### config.mk
export PLATFORM = sky130hd
export DESIGN_NAME = adsr_envelope_generator
export DESIGN_NICKNAME = d
export VERILOG_FILES = /design/src/rtl/adsr_pkg.sv /design/src/rtl/adsr_envelope_generator.sv /design/src/rtl/adsr_alu.sv
export SDC_FILE = /design/constraint.sdc
export NUM_CORES = 2
export LEC_CHECK = 0
export BUFFER_PORTS_ARGS = -buffer_cell sky130_fd_sc_hd__buf_4
export CORE_ASPECT_RATIO = 0.9
export CORE_MARGIN = 2
export CORE_UTILIZATION = 35
export CTS_CLUSTER_SIZE = 10
export DETAILED_ROUTE_END_ITERATION = 10
export SLEW_MARGIN = 25
export SYNTH_ARGS = -nofsm -noshare
export SYNTH_HDL_FRONTEND = slang
export SYNTH_SLANG_ARGS = --single-unit
### constraint.sdc
create_clock -name clk -period 8.1 [get_ports clk]
set_input_delay 1.62 -clock clk [delete_from_list [all_inputs] [get_ports clk]]
set_output_delay 1.62 -clock clk [all_outputs]
set_load 0.05 [all_outputs]
### src/rtl/adsr_pkg.sv
package adsr_pkg;

  localparam int TIME_W  = 32;
  localparam int FRAC    = 15;
  localparam int LVL_W   = FRAC + 1;
  localparam int DUR_W   = 24;
  localparam int CURVE_W = 2;
  localparam int ALU_W   = TIME_W;
  localparam int SQ_W    = 2 * FRAC + 1;
  localparam int MUL_W   = 2 * LVL_W;
  localparam int CNT_W   = 4;
  localparam int CFG_IDX_W  = 3;
  localparam int CFG_DATA_W = DUR_W;

  localparam int DIV_STEPS  = FRAC;
  localparam int SQRT_STEPS = FRAC + 1;

  localparam logic [LVL_W-1:0] ONE_LVL = LVL_W'(1) << FRAC;

  localparam logic [DUR_W-1:0]   RST_ATTACK_TICKS  = 24'd4800;
  localparam logic [DUR_W-1:0]   RST_DECAY_TICKS   = 24'd14400;
  localparam logic [LVL_W-1:0]   RST_SUSTAIN_LEVEL = 16'd22938;
  localparam logic [DUR_W-1:0]   RST_RELEASE_TICKS = 24'd24000;

  localparam logic [CFG_IDX_W-1:0] CFG_ATTACK_TICKS  = 3'd0;
  localparam logic [CFG_IDX_W-1:0] CFG_DECAY_TICKS   = 3'd1;
  localparam logic [CFG_IDX_W-1:0] CFG_SUSTAIN_LEVEL = 3'd2;
  localparam logic [CFG_IDX_W-1:0] CFG_RELEASE_TICKS = 3'd3;
  localparam logic [CFG_IDX_W-1:0] CFG_ATTACK_CURVE  = 3'd4;
  localparam logic [CFG_IDX_W-1:0] CFG_DECAY_CURVE   = 3'd5;
  localparam logic [CFG_IDX_W-1:0] CFG_RELEASE_CURVE = 3'd6;

  localparam logic [CURVE_W-1:0] CRV_LINEAR = 2'd0;
  localparam logic [CURVE_W-1:0] CRV_SQUARE = 2'd1;
  localparam logic [CURVE_W-1:0] CRV_SQRT   = 2'd2;

  typedef enum logic [2:0] {
    ST_ATTACK  = 3'd0,
    ST_DECAY   = 3'd1,
    ST_SUSTAIN = 3'd2,
    ST_RELEASE = 3'd3,
    ST_OFF     = 3'd4
  } stage_t;

  typedef enum logic [3:0] {
    SQ_IDLE,
    SQ_ELAPSE,
    SQ_CHECK,
    SQ_PHASE,
    SQ_DIV,
    SQ_SHAPE,
    SQ_SQUARE,
    SQ_TAKE,
    SQ_SQRT,
    SQ_SCALE,
    SQ_BLEND,
    SQ_FINISH
  } seq_t;

  typedef struct packed {
    logic [TIME_W-1:0] note_time;
    logic              gate;
  } in_item_t;

  typedef struct packed {
    logic [LVL_W-1:0] level;
    stage_t           stage;
  } out_item_t;

  function automatic logic [DUR_W-1:0] dur_of(input logic [DUR_W-1:0] ticks);
    return (ticks == '0) ? DUR_W'(1) : ticks;
  endfunction

endpackage

### src/rtl/adsr_envelope_generator.sv
// ADSR envelope generator. Each request carries a note time and a gate and
// returns one result: the envelope level in Q1.15 (32768 is full scale) and
// the stage it belongs to. All work runs through one shared subtractor and
// one 16x16 multiplier under a small sequencer, and in_ready is low while a
// request is in flight. A request that lands in sustain or off passes only
// the elapse, check, phase and finish states. Attack, decay and release add
// curve select and scale states and, below full phase, 15 restoring divide
// steps; a square curve adds square and take states, a square root curve 16
// root steps; decay and release add a blend subtract. The longest path is
// decay or release below full phase on a square root curve, set by the divide
// and root iterations on the shared subtractor; a result may also wait for
// out_ready. Configuration writes are always accepted (cfg_ready is held high)
// and must only be issued while the block is idle.
module adsr_envelope_generator (
  input  logic                            clk,
  input  logic                            rst_n,
  input  logic                            in_valid,
  output logic                            in_ready,
  input  adsr_pkg::in_item_t              in_data,
  output logic                            out_valid,
  input  logic                            out_ready,
  output adsr_pkg::out_item_t             out_data,
  input  logic                            cfg_valid,
  output logic                            cfg_ready,
  input  logic [adsr_pkg::CFG_IDX_W-1:0]  cfg_index,
  input  logic [adsr_pkg::CFG_DATA_W-1:0] cfg_data
);

  localparam int TW = adsr_pkg::TIME_W;
  localparam int LW = adsr_pkg::LVL_W;
  localparam int DW = adsr_pkg::DUR_W;
  localparam int CW = adsr_pkg::CURVE_W;
  localparam int AW = adsr_pkg::ALU_W;
  localparam int SW = adsr_pkg::SQ_W;
  localparam int MW = adsr_pkg::MUL_W;
  localparam int NW = adsr_pkg::CNT_W;
  localparam int FR = adsr_pkg::FRAC;

  // configuration
  logic [DW-1:0] attack_ticks_r, decay_ticks_r, release_ticks_r;
  logic [LW-1:0] sustain_level_r;
  logic [CW-1:0] attack_curve_r, decay_curve_r, release_curve_r;

  // envelope state
  adsr_pkg::seq_t   seq_r, seq_nxt;
  adsr_pkg::stage_t stage_r, stage_nxt;
  logic [TW-1:0] start_r, start_nxt;
  logic [LW-1:0] level_r, level_nxt;
  logic [LW-1:0] relf_r, relf_nxt;

  // working registers
  logic [TW-1:0] now_r, now_nxt;
  logic          gate_r, gate_nxt;
  logic [TW-1:0] elapsed_r, elapsed_nxt;
  logic [DW-1:0] rem_r, rem_nxt;
  logic [FR-1:0] q_r, q_nxt;
  logic [LW-1:0] t_r, t_nxt;
  logic [NW-1:0] cnt_r, cnt_nxt;
  logic [SW-1:0] v_r, v_nxt, res_r, res_nxt, bit_r, bit_nxt;
  logic [MW-1:0] prod_r, prod_nxt;
  logic [LW-1:0] c_r, c_nxt;
  logic [LW-1:0] lvl_r, lvl_nxt;

  logic                out_valid_r, out_valid_nxt;
  adsr_pkg::out_item_t out_data_r, out_data_nxt;

  // shared unit
  logic [AW-1:0] alu_a, alu_b, alu_diff;
  logic          alu_ge;
  logic [LW-1:0] mul_a, mul_b;
  logic [MW-1:0] mul_prod;

  logic [DW-1:0] dur;
  logic [CW-1:0] curve;
  logic [LW-1:0] sus;
  logic [DW:0]   rem_shift;
  logic [SW:0]   root_try;
  logic          out_free;

  adsr_alu u_alu (
    .sub_a    (alu_a),
    .sub_b    (alu_b),
    .sub_diff (alu_diff),
    .sub_ge   (alu_ge),
    .mul_a    (mul_a),
    .mul_b    (mul_b),
    .mul_prod (mul_prod)
  );

  assign sus       = (sustain_level_r > adsr_pkg::ONE_LVL) ? adsr_pkg::ONE_LVL
                                                           : sustain_level_r;
  assign rem_shift = {rem_r, 1'b0};
  assign root_try  = {1'b0, res_r} + {1'b0, bit_r};
  assign out_free  = ~out_valid_r | out_ready;

  always_comb begin
    case (stage_r)
      adsr_pkg::ST_ATTACK: begin
        dur   = adsr_pkg::dur_of(attack_ticks_r);
        curve = attack_curve_r;
      end
      adsr_pkg::ST_DECAY: begin
        dur   = adsr_pkg::dur_of(decay_ticks_r);
        curve = decay_curve_r;
      end
      adsr_pkg::ST_RELEASE: begin
        dur   = adsr_pkg::dur_of(release_ticks_r);
        curve = release_curve_r;
      end
      default: begin
        dur   = DW'(1);
        curve = adsr_pkg::CRV_LINEAR;
      end
    endcase
  end

  // datapath next values and shared unit operand selection
  always_comb begin
    stage_nxt     = stage_r;
    start_nxt     = start_r;
    level_nxt     = level_r;
    relf_nxt      = relf_r;
    now_nxt       = now_r;
    gate_nxt      = gate_r;
    elapsed_nxt   = elapsed_r;
    rem_nxt       = rem_r;
    q_nxt         = q_r;
    t_nxt         = t_r;
    cnt_nxt       = cnt_r;
    v_nxt         = v_r;
    res_nxt       = res_r;
    bit_nxt       = bit_r;
    prod_nxt      = prod_r;
    c_nxt         = c_r;
    lvl_nxt       = lvl_r;
    out_valid_nxt = out_valid_r & ~out_ready;
    out_data_nxt  = out_data_r;
    alu_a         = '0;
    alu_b         = '0;
    mul_a         = t_r;
    mul_b         = t_r;
    case (seq_r)
      adsr_pkg::SQ_IDLE: begin
        if (in_valid) begin
          now_nxt  = in_data.note_time;
          gate_nxt = in_data.gate;
        end
      end
      adsr_pkg::SQ_ELAPSE: begin
        alu_a       = AW'(now_r);
        alu_b       = AW'(start_r);
        // time running backwards saturates at zero
        elapsed_nxt = alu_ge ? TW'(alu_diff) : '0;
      end
      adsr_pkg::SQ_CHECK: begin
        alu_a = AW'(elapsed_r);
        alu_b = AW'(dur);
        case (stage_r)
          adsr_pkg::ST_ATTACK, adsr_pkg::ST_DECAY, adsr_pkg::ST_SUSTAIN: begin
            if (!gate_r) begin
              stage_nxt   = adsr_pkg::ST_RELEASE;
              start_nxt   = now_r;
              relf_nxt    = level_r;
              elapsed_nxt = '0;
            end else if (alu_ge && stage_r == adsr_pkg::ST_ATTACK) begin
              stage_nxt   = adsr_pkg::ST_DECAY;
              start_nxt   = now_r;
              elapsed_nxt = '0;
            end else if (alu_ge && stage_r == adsr_pkg::ST_DECAY) begin
              // sustain keeps the decay start time
              stage_nxt = adsr_pkg::ST_SUSTAIN;
            end
          end
          adsr_pkg::ST_RELEASE: begin
            if (gate_r) begin
              stage_nxt   = adsr_pkg::ST_ATTACK;
              start_nxt   = now_r;
              elapsed_nxt = '0;
            end else if (alu_ge) begin
              stage_nxt = adsr_pkg::ST_OFF;
            end
          end
          default: begin
            stage_nxt = adsr_pkg::ST_OFF;
            if (gate_r) begin
              stage_nxt   = adsr_pkg::ST_ATTACK;
              start_nxt   = now_r;
              elapsed_nxt = '0;
            end
          end
        endcase
      end
      adsr_pkg::SQ_PHASE: begin
        alu_a = AW'(elapsed_r);
        alu_b = AW'(dur);
        case (stage_r)
          adsr_pkg::ST_SUSTAIN: lvl_nxt = sus;
          adsr_pkg::ST_ATTACK, adsr_pkg::ST_DECAY, adsr_pkg::ST_RELEASE: begin
            if (alu_ge) begin
              t_nxt = adsr_pkg::ONE_LVL;
            end else begin
              rem_nxt = elapsed_r[DW-1:0];
              q_nxt   = '0;
              cnt_nxt = '0;
            end
          end
          default: lvl_nxt = '0;
        endcase
      end
      adsr_pkg::SQ_DIV: begin
        alu_a   = AW'(rem_shift);
        alu_b   = AW'(dur);
        rem_nxt = alu_ge ? alu_diff[DW-1:0] : rem_shift[DW-1:0];
        q_nxt   = {q_r[FR-2:0], alu_ge};
        cnt_nxt = cnt_r + NW'(1);
        t_nxt   = {1'b0, q_nxt};
      end
      adsr_pkg::SQ_SHAPE: begin
        c_nxt   = t_r;
        v_nxt   = {t_r, {FR{1'b0}}};
        res_nxt = '0;
        bit_nxt = SW'(1) << (SW - 1);
        cnt_nxt = '0;
      end
      adsr_pkg::SQ_SQUARE: begin
        prod_nxt = mul_prod;
      end
      adsr_pkg::SQ_TAKE: begin
        c_nxt = prod_r[FR+LW-1:FR];
      end
      adsr_pkg::SQ_SQRT: begin
        alu_a = AW'(v_r);
        alu_b = AW'(root_try);
        if (alu_ge) begin
          v_nxt   = alu_diff[SW-1:0];
          res_nxt = (res_r >> 1) + bit_r;
        end else begin
          res_nxt = res_r >> 1;
        end
        bit_nxt = bit_r >> 2;
        cnt_nxt = cnt_r + NW'(1);
        c_nxt   = res_nxt[LW-1:0];
      end
      adsr_pkg::SQ_SCALE: begin
        mul_b = c_r;
        case (stage_r)
          adsr_pkg::ST_ATTACK: lvl_nxt = c_r;
          adsr_pkg::ST_DECAY: begin
            mul_a    = adsr_pkg::ONE_LVL - sus;
            prod_nxt = mul_prod;
          end
          adsr_pkg::ST_RELEASE: begin
            mul_a    = relf_r;
            prod_nxt = mul_prod;
          end
          default: lvl_nxt = '0;
        endcase
      end
      adsr_pkg::SQ_BLEND: begin
        alu_a   = (stage_r == adsr_pkg::ST_DECAY) ? AW'(adsr_pkg::ONE_LVL) : AW'(relf_r);
        alu_b   = AW'(prod_r >> FR);
        lvl_nxt = alu_diff[LW-1:0];
      end
      adsr_pkg::SQ_FINISH: begin
        if (out_free) begin
          level_nxt          = lvl_r;
          out_valid_nxt      = 1'b1;
          out_data_nxt.level = lvl_r;
          out_data_nxt.stage = stage_r;
        end
      end
      default: ;
    endcase
  end

  // sequencer
  always_comb begin
    seq_nxt = seq_r;
    case (seq_r)
      adsr_pkg::SQ_IDLE:   if (in_valid) seq_nxt = adsr_pkg::SQ_ELAPSE;
      adsr_pkg::SQ_ELAPSE: seq_nxt = adsr_pkg::SQ_CHECK;
      adsr_pkg::SQ_CHECK:  seq_nxt = adsr_pkg::SQ_PHASE;
      adsr_pkg::SQ_PHASE: begin
        if (stage_r == adsr_pkg::ST_SUSTAIN || stage_r == adsr_pkg::ST_OFF) begin
          seq_nxt = adsr_pkg::SQ_FINISH;
        end else if (alu_ge) begin
          seq_nxt = adsr_pkg::SQ_SHAPE;
        end else begin
          seq_nxt = adsr_pkg::SQ_DIV;
        end
      end
      adsr_pkg::SQ_DIV: begin
        if (cnt_r == NW'(adsr_pkg::DIV_STEPS - 1)) seq_nxt = adsr_pkg::SQ_SHAPE;
      end
      adsr_pkg::SQ_SHAPE: begin
        case (curve)
          adsr_pkg::CRV_SQUARE: seq_nxt = adsr_pkg::SQ_SQUARE;
          adsr_pkg::CRV_SQRT:   seq_nxt = adsr_pkg::SQ_SQRT;
          default:              seq_nxt = adsr_pkg::SQ_SCALE;
        endcase
      end
      adsr_pkg::SQ_SQUARE: seq_nxt = adsr_pkg::SQ_TAKE;
      adsr_pkg::SQ_TAKE:   seq_nxt = adsr_pkg::SQ_SCALE;
      adsr_pkg::SQ_SQRT: begin
        if (cnt_r == NW'(adsr_pkg::SQRT_STEPS - 1)) seq_nxt = adsr_pkg::SQ_SCALE;
      end
      adsr_pkg::SQ_SCALE: begin
        if (stage_r == adsr_pkg::ST_DECAY || stage_r == adsr_pkg::ST_RELEASE) begin
          seq_nxt = adsr_pkg::SQ_BLEND;
        end else begin
          seq_nxt = adsr_pkg::SQ_FINISH;
        end
      end
      adsr_pkg::SQ_BLEND:  seq_nxt = adsr_pkg::SQ_FINISH;
      adsr_pkg::SQ_FINISH: if (out_free) seq_nxt = adsr_pkg::SQ_IDLE;
      default:             seq_nxt = adsr_pkg::SQ_IDLE;
    endcase
  end

  // ports
  always_comb begin
    in_ready  = (seq_r == adsr_pkg::SQ_IDLE);
    out_valid = out_valid_r;
    out_data  = out_data_r;
    cfg_ready = 1'b1;
  end

  always_ff @(posedge clk) begin
    if (!rst_n) begin
      seq_r           <= adsr_pkg::SQ_IDLE;
      stage_r         <= adsr_pkg::ST_OFF;
      start_r         <= '0;
      level_r         <= '0;
      relf_r          <= '0;
      out_valid_r     <= 1'b0;
      attack_ticks_r  <= adsr_pkg::RST_ATTACK_TICKS;
      decay_ticks_r   <= adsr_pkg::RST_DECAY_TICKS;
      sustain_level_r <= adsr_pkg::RST_SUSTAIN_LEVEL;
      release_ticks_r <= adsr_pkg::RST_RELEASE_TICKS;
      attack_curve_r  <= adsr_pkg::CRV_LINEAR;
      decay_curve_r   <= adsr_pkg::CRV_LINEAR;
      release_curve_r <= adsr_pkg::CRV_LINEAR;
    end else begin
      seq_r       <= seq_nxt;
      stage_r     <= stage_nxt;
      start_r     <= start_nxt;
      level_r     <= level_nxt;
      relf_r      <= relf_nxt;
      out_valid_r <= out_valid_nxt;
      if (cfg_valid) begin
        case (cfg_index)
          adsr_pkg::CFG_ATTACK_TICKS:  attack_ticks_r  <= cfg_data[DW-1:0];
          adsr_pkg::CFG_DECAY_TICKS:   decay_ticks_r   <= cfg_data[DW-1:0];
          adsr_pkg::CFG_SUSTAIN_LEVEL: sustain_level_r <= cfg_data[LW-1:0];
          adsr_pkg::CFG_RELEASE_TICKS: release_ticks_r <= cfg_data[DW-1:0];
          adsr_pkg::CFG_ATTACK_CURVE:  attack_curve_r  <= cfg_data[CW-1:0];
          adsr_pkg::CFG_DECAY_CURVE:   decay_curve_r   <= cfg_data[CW-1:0];
          adsr_pkg::CFG_RELEASE_CURVE: release_curve_r <= cfg_data[CW-1:0];
          default: ;
        endcase
      end
    end
  end

  always_ff @(posedge clk) begin
    now_r      <= now_nxt;
    gate_r     <= gate_nxt;
    elapsed_r  <= elapsed_nxt;
    rem_r      <= rem_nxt;
    q_r        <= q_nxt;
    t_r        <= t_nxt;
    cnt_r      <= cnt_nxt;
    v_r        <= v_nxt;
    res_r      <= res_nxt;
    bit_r      <= bit_nxt;
    prod_r     <= prod_nxt;
    c_r        <= c_nxt;
    lvl_r      <= lvl_nxt;
    out_data_r <= out_data_nxt;
  end

endmodule

### src/rtl/adsr_alu.sv
module adsr_alu (
  input  logic [adsr_pkg::ALU_W-1:0] sub_a,
  input  logic [adsr_pkg::ALU_W-1:0] sub_b,
  output logic [adsr_pkg::ALU_W-1:0] sub_diff,
  output logic                       sub_ge,
  input  logic [adsr_pkg::LVL_W-1:0] mul_a,
  input  logic [adsr_pkg::LVL_W-1:0] mul_b,
  output logic [adsr_pkg::MUL_W-1:0] mul_prod
);

  logic borrow;

  // one subtractor serves elapsed time, compares, divide, root and blend steps
  assign {borrow, sub_diff} = {1'b0, sub_a} - {1'b0, sub_b};
  assign sub_ge = ~borrow;

  assign mul_prod = adsr_pkg::MUL_W'(mul_a) * adsr_pkg::MUL_W'(mul_b);

endmodule

Yosys cells after proc, flatten, opt, wreduce, memory -nomap -nowiden
Index checks and enable logic that the tools add are counted. W data, S select, Z words.

Output and inout port bits: 22. Input port bits: 65. Logic and storage cells: 190. Bits in registers: 465.

$mul: 1. Equality and inequality tests: 41. Reduce and logical (&&, ||, !) cells: 44. Bitwise logic cells: 6. Muxes and demuxes: 64. Add/sub/neg operators: 5. Magnitude comparators: 1.

Operators by type and width (number): $mux W32 (10); $pmux W31 S2 (3); $pmux W32 S5 (1); $mux W24 (6); $pmux W16 S2 (4); $pmux W32 S2 (2); $pmux W32 S4 (1); $mux W16 (6); $pmux W16 S3 (2); $logic_not A24 Y1 (3); $pmux W24 S3 (1); $mux W31 (2); $pmux W24 S2 (1); $pmux W4 S12 (1); $sub A32 B32 Y33 (1); $add A31 B31 Y32 (1); $mul A16 B16 Y32 (1); $add A30 B31 Y31 (1); $mux W14 (2); $mux W4 (7); $pmux W14 S2 (1); $eq A4 B4 Y1 const B (6); $reduce_and A3 Y1 (8); $reduce_and A2 Y1 (11); other kinds (34) (80).

Longest topological paths before layout
Word-level depth: 11. Gate-level depth with buffers: 32.

By module
A second synthesis with hierarchy kept.

Cells, all modules: 3483. Area total of the unflattened synthesis: 32174.6 um2.

Modules (own cells, without submodules): adsr_envelope_generator (cells each 2175, instances 1, area each 21508.1 um2, seq. area each 11400.9 um2); adsr_alu (cells each 1308, instances 1, area each 10666.5 um2, seq. area each 0.0 um2).

Worst setup path before layout
No wires, ideal clock.

Path kind: register to register. Start point: register sustain_level_r[2]. End point: register prod_r[26] (data pin). Cell stages (with the launch flop): 30. Required time: 7.842 ns. Path slack: 0.251 ns. Clock period less this slack: 7.849 ns. Library setup time: 0.258 ns. Data arrival time: 7.592 ns. Cells stage by stage: dfxtp_1 nor4_1 nand4b_1 nor3_2 nor2_1 or4b_1 o221ai_1 mux2i_1 o21ai_2 buf_2 nand2_1 fa_1 fa_1 fa_1 inv_1 fa_1 fa_1 inv_1 fa_1 inv_1 ha_1 a21o_1 a21o_1 a21o_1 or3_1 o211ai_1 o21ai_1 a221o_1 a21oi_1 xnor2_1.

Cells in the longest elaborated chain, start to end: 8.

Ends and longest elaborated chain: start: declaration (RTL line adsr_envelope_generator.sv:41) `logic [LW-1:0] sustain_level_r;`; start signal: assignment (RTL line adsr_envelope_generator.sv:338) `sustain_level_r <= adsr_pkg::RST_SUSTAIN_LEVEL;`; start signal: assignment (RTL line adsr_envelope_generator.sv:354) `adsr_pkg::CFG_SUSTAIN_LEVEL: sustain_level_r <= cfg_data[LW-1:0];`; $gt A16 B16 Y1 (RTL line adsr_envelope_generator.sv:90) `assign sus = (sustain_level_r > adsr_pkg::ONE_LVL) ? adsr_pkg::ONE_LVL`; $mux W16 * (RTL line adsr_envelope_generator.sv:90); $sub A16 B16 Y16 * (RTL line adsr_envelope_generator.sv:249) `mul_a = adsr_pkg::ONE_LVL - sus;`; $pmux W16 S2 * (RTL line adsr_envelope_generator.sv:246) `case (stage_r)`; $mux W16 * (RTL line adsr_envelope_generator.sv:142) `case (seq_r)`; $mul A16 B16 Y32 * (RTL line adsr_alu.sv:17) `assign mul_prod = adsr_pkg::MUL_W'(mul_a) * adsr_pkg::MUL_W'(mul_b);`; via mul_prod[26] (RTL line adsr_envelope_generator.sv:71) `logic [MW-1:0] mul_prod;`; $mux W32 (RTL line adsr_envelope_generator.sv:246); $pmux W32 S2 * (RTL line adsr_envelope_generator.sv:142); end signal: assignment (RTL line adsr_envelope_generator.sv:376) `prod_r <= prod_nxt;`; end: declaration (RTL line adsr_envelope_generator.sv:60) `logic [MW-1:0] prod_r, prod_nxt;`.

The timed path passes the listed nets; every way through them passes the cells marked *. The select of a mux whose other input is x is not followed. A chain may end at the register's enable or synchronous reset.

Final worst setup path
Start point: register sustain_level_r[6]. End point: register prod_r[26] (data pin).

The elaborated chain is that of the path after synthesis.

==> run_results.csv <==
group,metric,value,unit
run_status,status,"completed",
logic_synthesis,netlist_area,30770,um2
logic_synthesis,async_flop_share,0,%
die,initial_utilization,35.21,%
die,io_pins,87,
logic_synthesis,synth_flop_cell,"edfxtp_1",
clock_tree,cts_max_path_buffers,3,
global_routing,grt-ovfl-total,0,
final_layout,diodes,0,
power,ir_drop,0.0004442,V
sta,fin_crit,7.774,ns
drt,vias,25080,
placed_design,dp_hpwl,76.72,mm
sta,finalClockSkew,0.03531,ns
clock_tree,cts_inserted_buffers,50,
sta,setup_ws,0.3259,ns
hold_path,hold_depth,0,
hold_path,hold_path_end,"out_data[10]$_DFFE_PP_",
clock_tree,cts_tree,"built",
final_layout,num-nets-final,3834,
setup_path,r2r-end,"prod_r[26]$_DFFE_PP_",
power,powerDensity,382.8,nW/um2
sta,setup_violations,0,
placed_design,post-place-cells,4501,
die,die-area,90300,um2
global_routing,gr-usage-all-layers,22.31,%
sta,maxSlewHeadroom,28.54,%
setup_path,r2r_cells,27,
run,cap_violations,0,
logic_synthesis,synth_fa_ha_area_share,19.54,%
drt,firstDrtPassIters,6,
die,core_area,87380,um2
logic_synthesis,yosysUniqueCellTypes,79,
logic_synthesis,synth.net_count,3774,
setup_path,start_kind,"flop",
final_layout,area_growth_syn_to_layout,12.31,%
sta,whs,0.4448,ns
placed_design,io_buffer_count,85,
drt,ant_nets,0,
drt,drc,0,
die,num_rows,103,
placed_design,gp_congestion,1.035,
logic_synthesis,synth-xor-area-share,2.989,%
setup_path,endpoint_kind,"flop",
setup_path,reg2reg_from,"sustain_level_r[6]$_SDFFE_PN0P_",
sta,slew_violations,0,
global_routing,grt_max_degree,109,
global_routing,antenna_found_initial,2,
sta,finalHoldViolCount,0,
sta,rsz0062_at_grt,"false",
setup_path,cp.required,8.42,ns
sta,fmax,128.6,MHz
die,fp.dieW,316.5,um
logic_synthesis,synth_cells,3345,
clock_tree,worst_skew_pair.late_latency,0.60,ns
logic_synthesis,synth_top_family_by_area,"adder cells",
clock_tree,cts.sinks,435,
clock_tree,cts.clk_slew.worst_paths,0.06,ns
drt,routed_via_density,5.454,
global_routing,grt_pass1_vias,24050,
sta,fin_crit_sh,95.98,%
setup_path,worst_ep_arrival_time,8.09,ns
drt,first_iter_violations,3090,
logic_synthesis,synth_edf_count,269,
drt,wl,101.7,mm
die,die_y,285.3,um
logic_synthesis,synth-compound-area-share,15.79,%
hold_path,hp-start,"lvl_r[7]$_DFFE_PP_",
global_routing,grt_pass1_wl,153.6,mm
final_layout,multi_input_area,17870,um2
clock_tree,cts-root-buf,"clkbuf_16",
final_layout,fin_util,39.55,%
logic_synthesis,yosys_warnings,0,
power,p_leak,13.98,nW
sta,tns,0,ns
final_layout,stdcell_count,4598,
final_layout,drive_gt1_share,9.381,%
logic_synthesis,ys_seq_area_share,37.06,%
logic_synthesis,avgSynthCellArea,9.198,um2
logic_synthesis,yosys.cell_count.top_type,"nand2_1",
final_layout,regArea,11400,um2
logic_synthesis,synthTopCellsByArea,"edfxtp_1 (26%), fa_1 (13%), dfxtp_1 (11%)",
sta,tightest_slew,1.064,ns
setup_path,cp_max_fo,5,
logic_synthesis,yosysTopAreaCell,"edfxtp_1",
logic_synthesis,netlist_top_cells_count,"nand2_1 (630), edfxtp_1 (269), nor2_1 (266)",
final_layout,fillers,8766,
logic_synthesis,yosys.area_share.simple,17.23,%
placed_design,dp_slack,-0.02138,ns
setup_path,r2r_slack,0.33,ns
logic_synthesis,ys_ff_latch,435,
hold_path,hold_class,"reg -> reg",
setup_path,worstSetupPathType,"reg -> reg",
clock_tree,cts_max_level,2,
logic_synthesis,synth.area.mux_share,2.005,%
logic_synthesis,yosysTopAreaCellShare,26.25,%
drt,avgRoutedWirePerCell,22.11,um
-- stage by stage --
| stage | cell area (um2) | power, mW |
|---|---|---|
| 2_1_floorplan | 30770 | 8.459 |
| 3_3_place_gp | 32940 | 10.78 |
| 3_5_place_dp | 32940 | 10.83 |
| 4_1_cts | 34430 | 13.00 |
| 5_1_grt | 34550 | 14.16 |
| 6_report | 34550 | 13.23 |
-- state kept, by name (all words and copies together) (netlist names), 4 cells and up --
signal	cells
bit_r	16
prod_r	17
elapsed_r	32
seq_r	4
rem_r	24
q_r	14
cnt_r	4
out_data	19
level_r	16
t_r	16
now_r	32
release_ticks_r	24
relf_r	16
c_r	16
attack_ticks_r	24
res_r	31
v_r	31
start_r	32
decay_ticks_r	24
lvl_r	16
sustain_level_r	16
-- cells by family (layout without fill, tap and decap cells) --
logic type      Yosys count  after routing
xor+xnor                105            105
other cells               1              1
fa+ha+maj               364            364
buf+inv                 435            533
simple gates           1221           1221
flops                   435            435
compound gates          726            726
mux                      58             58
-- placed cells by master (no fill, tap or decap), types with 44 or more instances in the layout --
cell	Yosys	final
edfxtp_1	269	269
nand2_1	630	630
nor2_1	266	264
a21boi_0	101	100
dfxtp_1	166	165
xor2_1	44	44
buf_4	2	181
inv_1	258	256
clkbuf_16	0	50
xnor2_1	61	61
fa_1	194	193
nand3_1	96	95
o21ai_0	172	166
ha_1	170	166
a21oi_1	117	115
a22oi_1	88	88
-- worst max path at each step --
stage,startpoint,to,slack (ns),cells after the start
floorplan,sustain_level_r[2]$_SDFFE_PN0P_,prod_r[26]$_DFFE_PP_,0.25,29
global placement,sustain_level_r[2]$_SDFFE_PN0P_,prod_r[26]$_DFFE_PP_,0.12,26
detailed placement,sustain_level_r[2]$_SDFFE_PN0P_,prod_r[26]$_DFFE_PP_,-0.02,26
CTS,sustain_level_r[6]$_SDFFE_PN0P_,prod_r[26]$_DFFE_PP_,0.004,27
global route,sustain_level_r[6]$_SDFFE_PN0P_,prod_r[31]$_DFFE_PP_,0.005,32
finish,sustain_level_r[6]$_SDFFE_PN0P_,prod_r[26]$_DFFE_PP_,0.33,27
-- power by group --
group	internal (mW)	switching, mW
registers	2.93	0.170
logic	2.86	5.14
clock network	1.21	0.921
total	7.00	6.23
-- critical path: stages (launching register included) --
cell and delay (ns):
dfxtp_1 0.33, nor4_2 0.28, buf_4 0.17, nand4b_1 0.16
nor3_2 0.21, nor2_2 0.09, or4b_1 0.51, o221ai_1 0.08
mux2i_1 0.14, o21ai_2 0.27, nand2_1 0.10, fa_1 0.52
fa_1 0.44, fa_1 0.51, inv_1 0.05, fa_1 0.55
fa_1 0.43, fa_1 0.45, ha_1 0.34, a21o_1 0.17
a21o_1 0.19, a21o_1 0.17, or3_1 0.37, o211ai_1 0.27
o21ai_2 0.11, a221o_1 0.34, a21oi_2 0.16, xnor2_1 0.08
-- routing by layer --
metal	wire length, um	up-vias	track usage, %
met3	10060	134	5.324
met2	42050	1035	31.86
met1	47200	12240	33.60
met4	2349	2	5.425
met5	10	-	0
li1	-	11670	-
-- area by class of cell --
cell class | count | share of cell area, %
clock buffer | 87 | 4.081
multi-input combinational | 2475 | 51.72
sequential | 435 | 33.00
inverter | 260 | 2.824
clock inverter | 3 | 0.1992
timing repair buffer | 183 | 3.998
tap | 1155 | 4.182
-- repair_timing --
| action | in CTS | in global routing |
|---|---|---|
| resized for setup | 1 | 18 |
| setup buffers | 1 | 6 |
| pin swaps | 2 | 9 |
| setup endpoints to repair | 2 | 10 |
| hold buffers | 0 | 0 |
(Power assumes the default switching activity.)
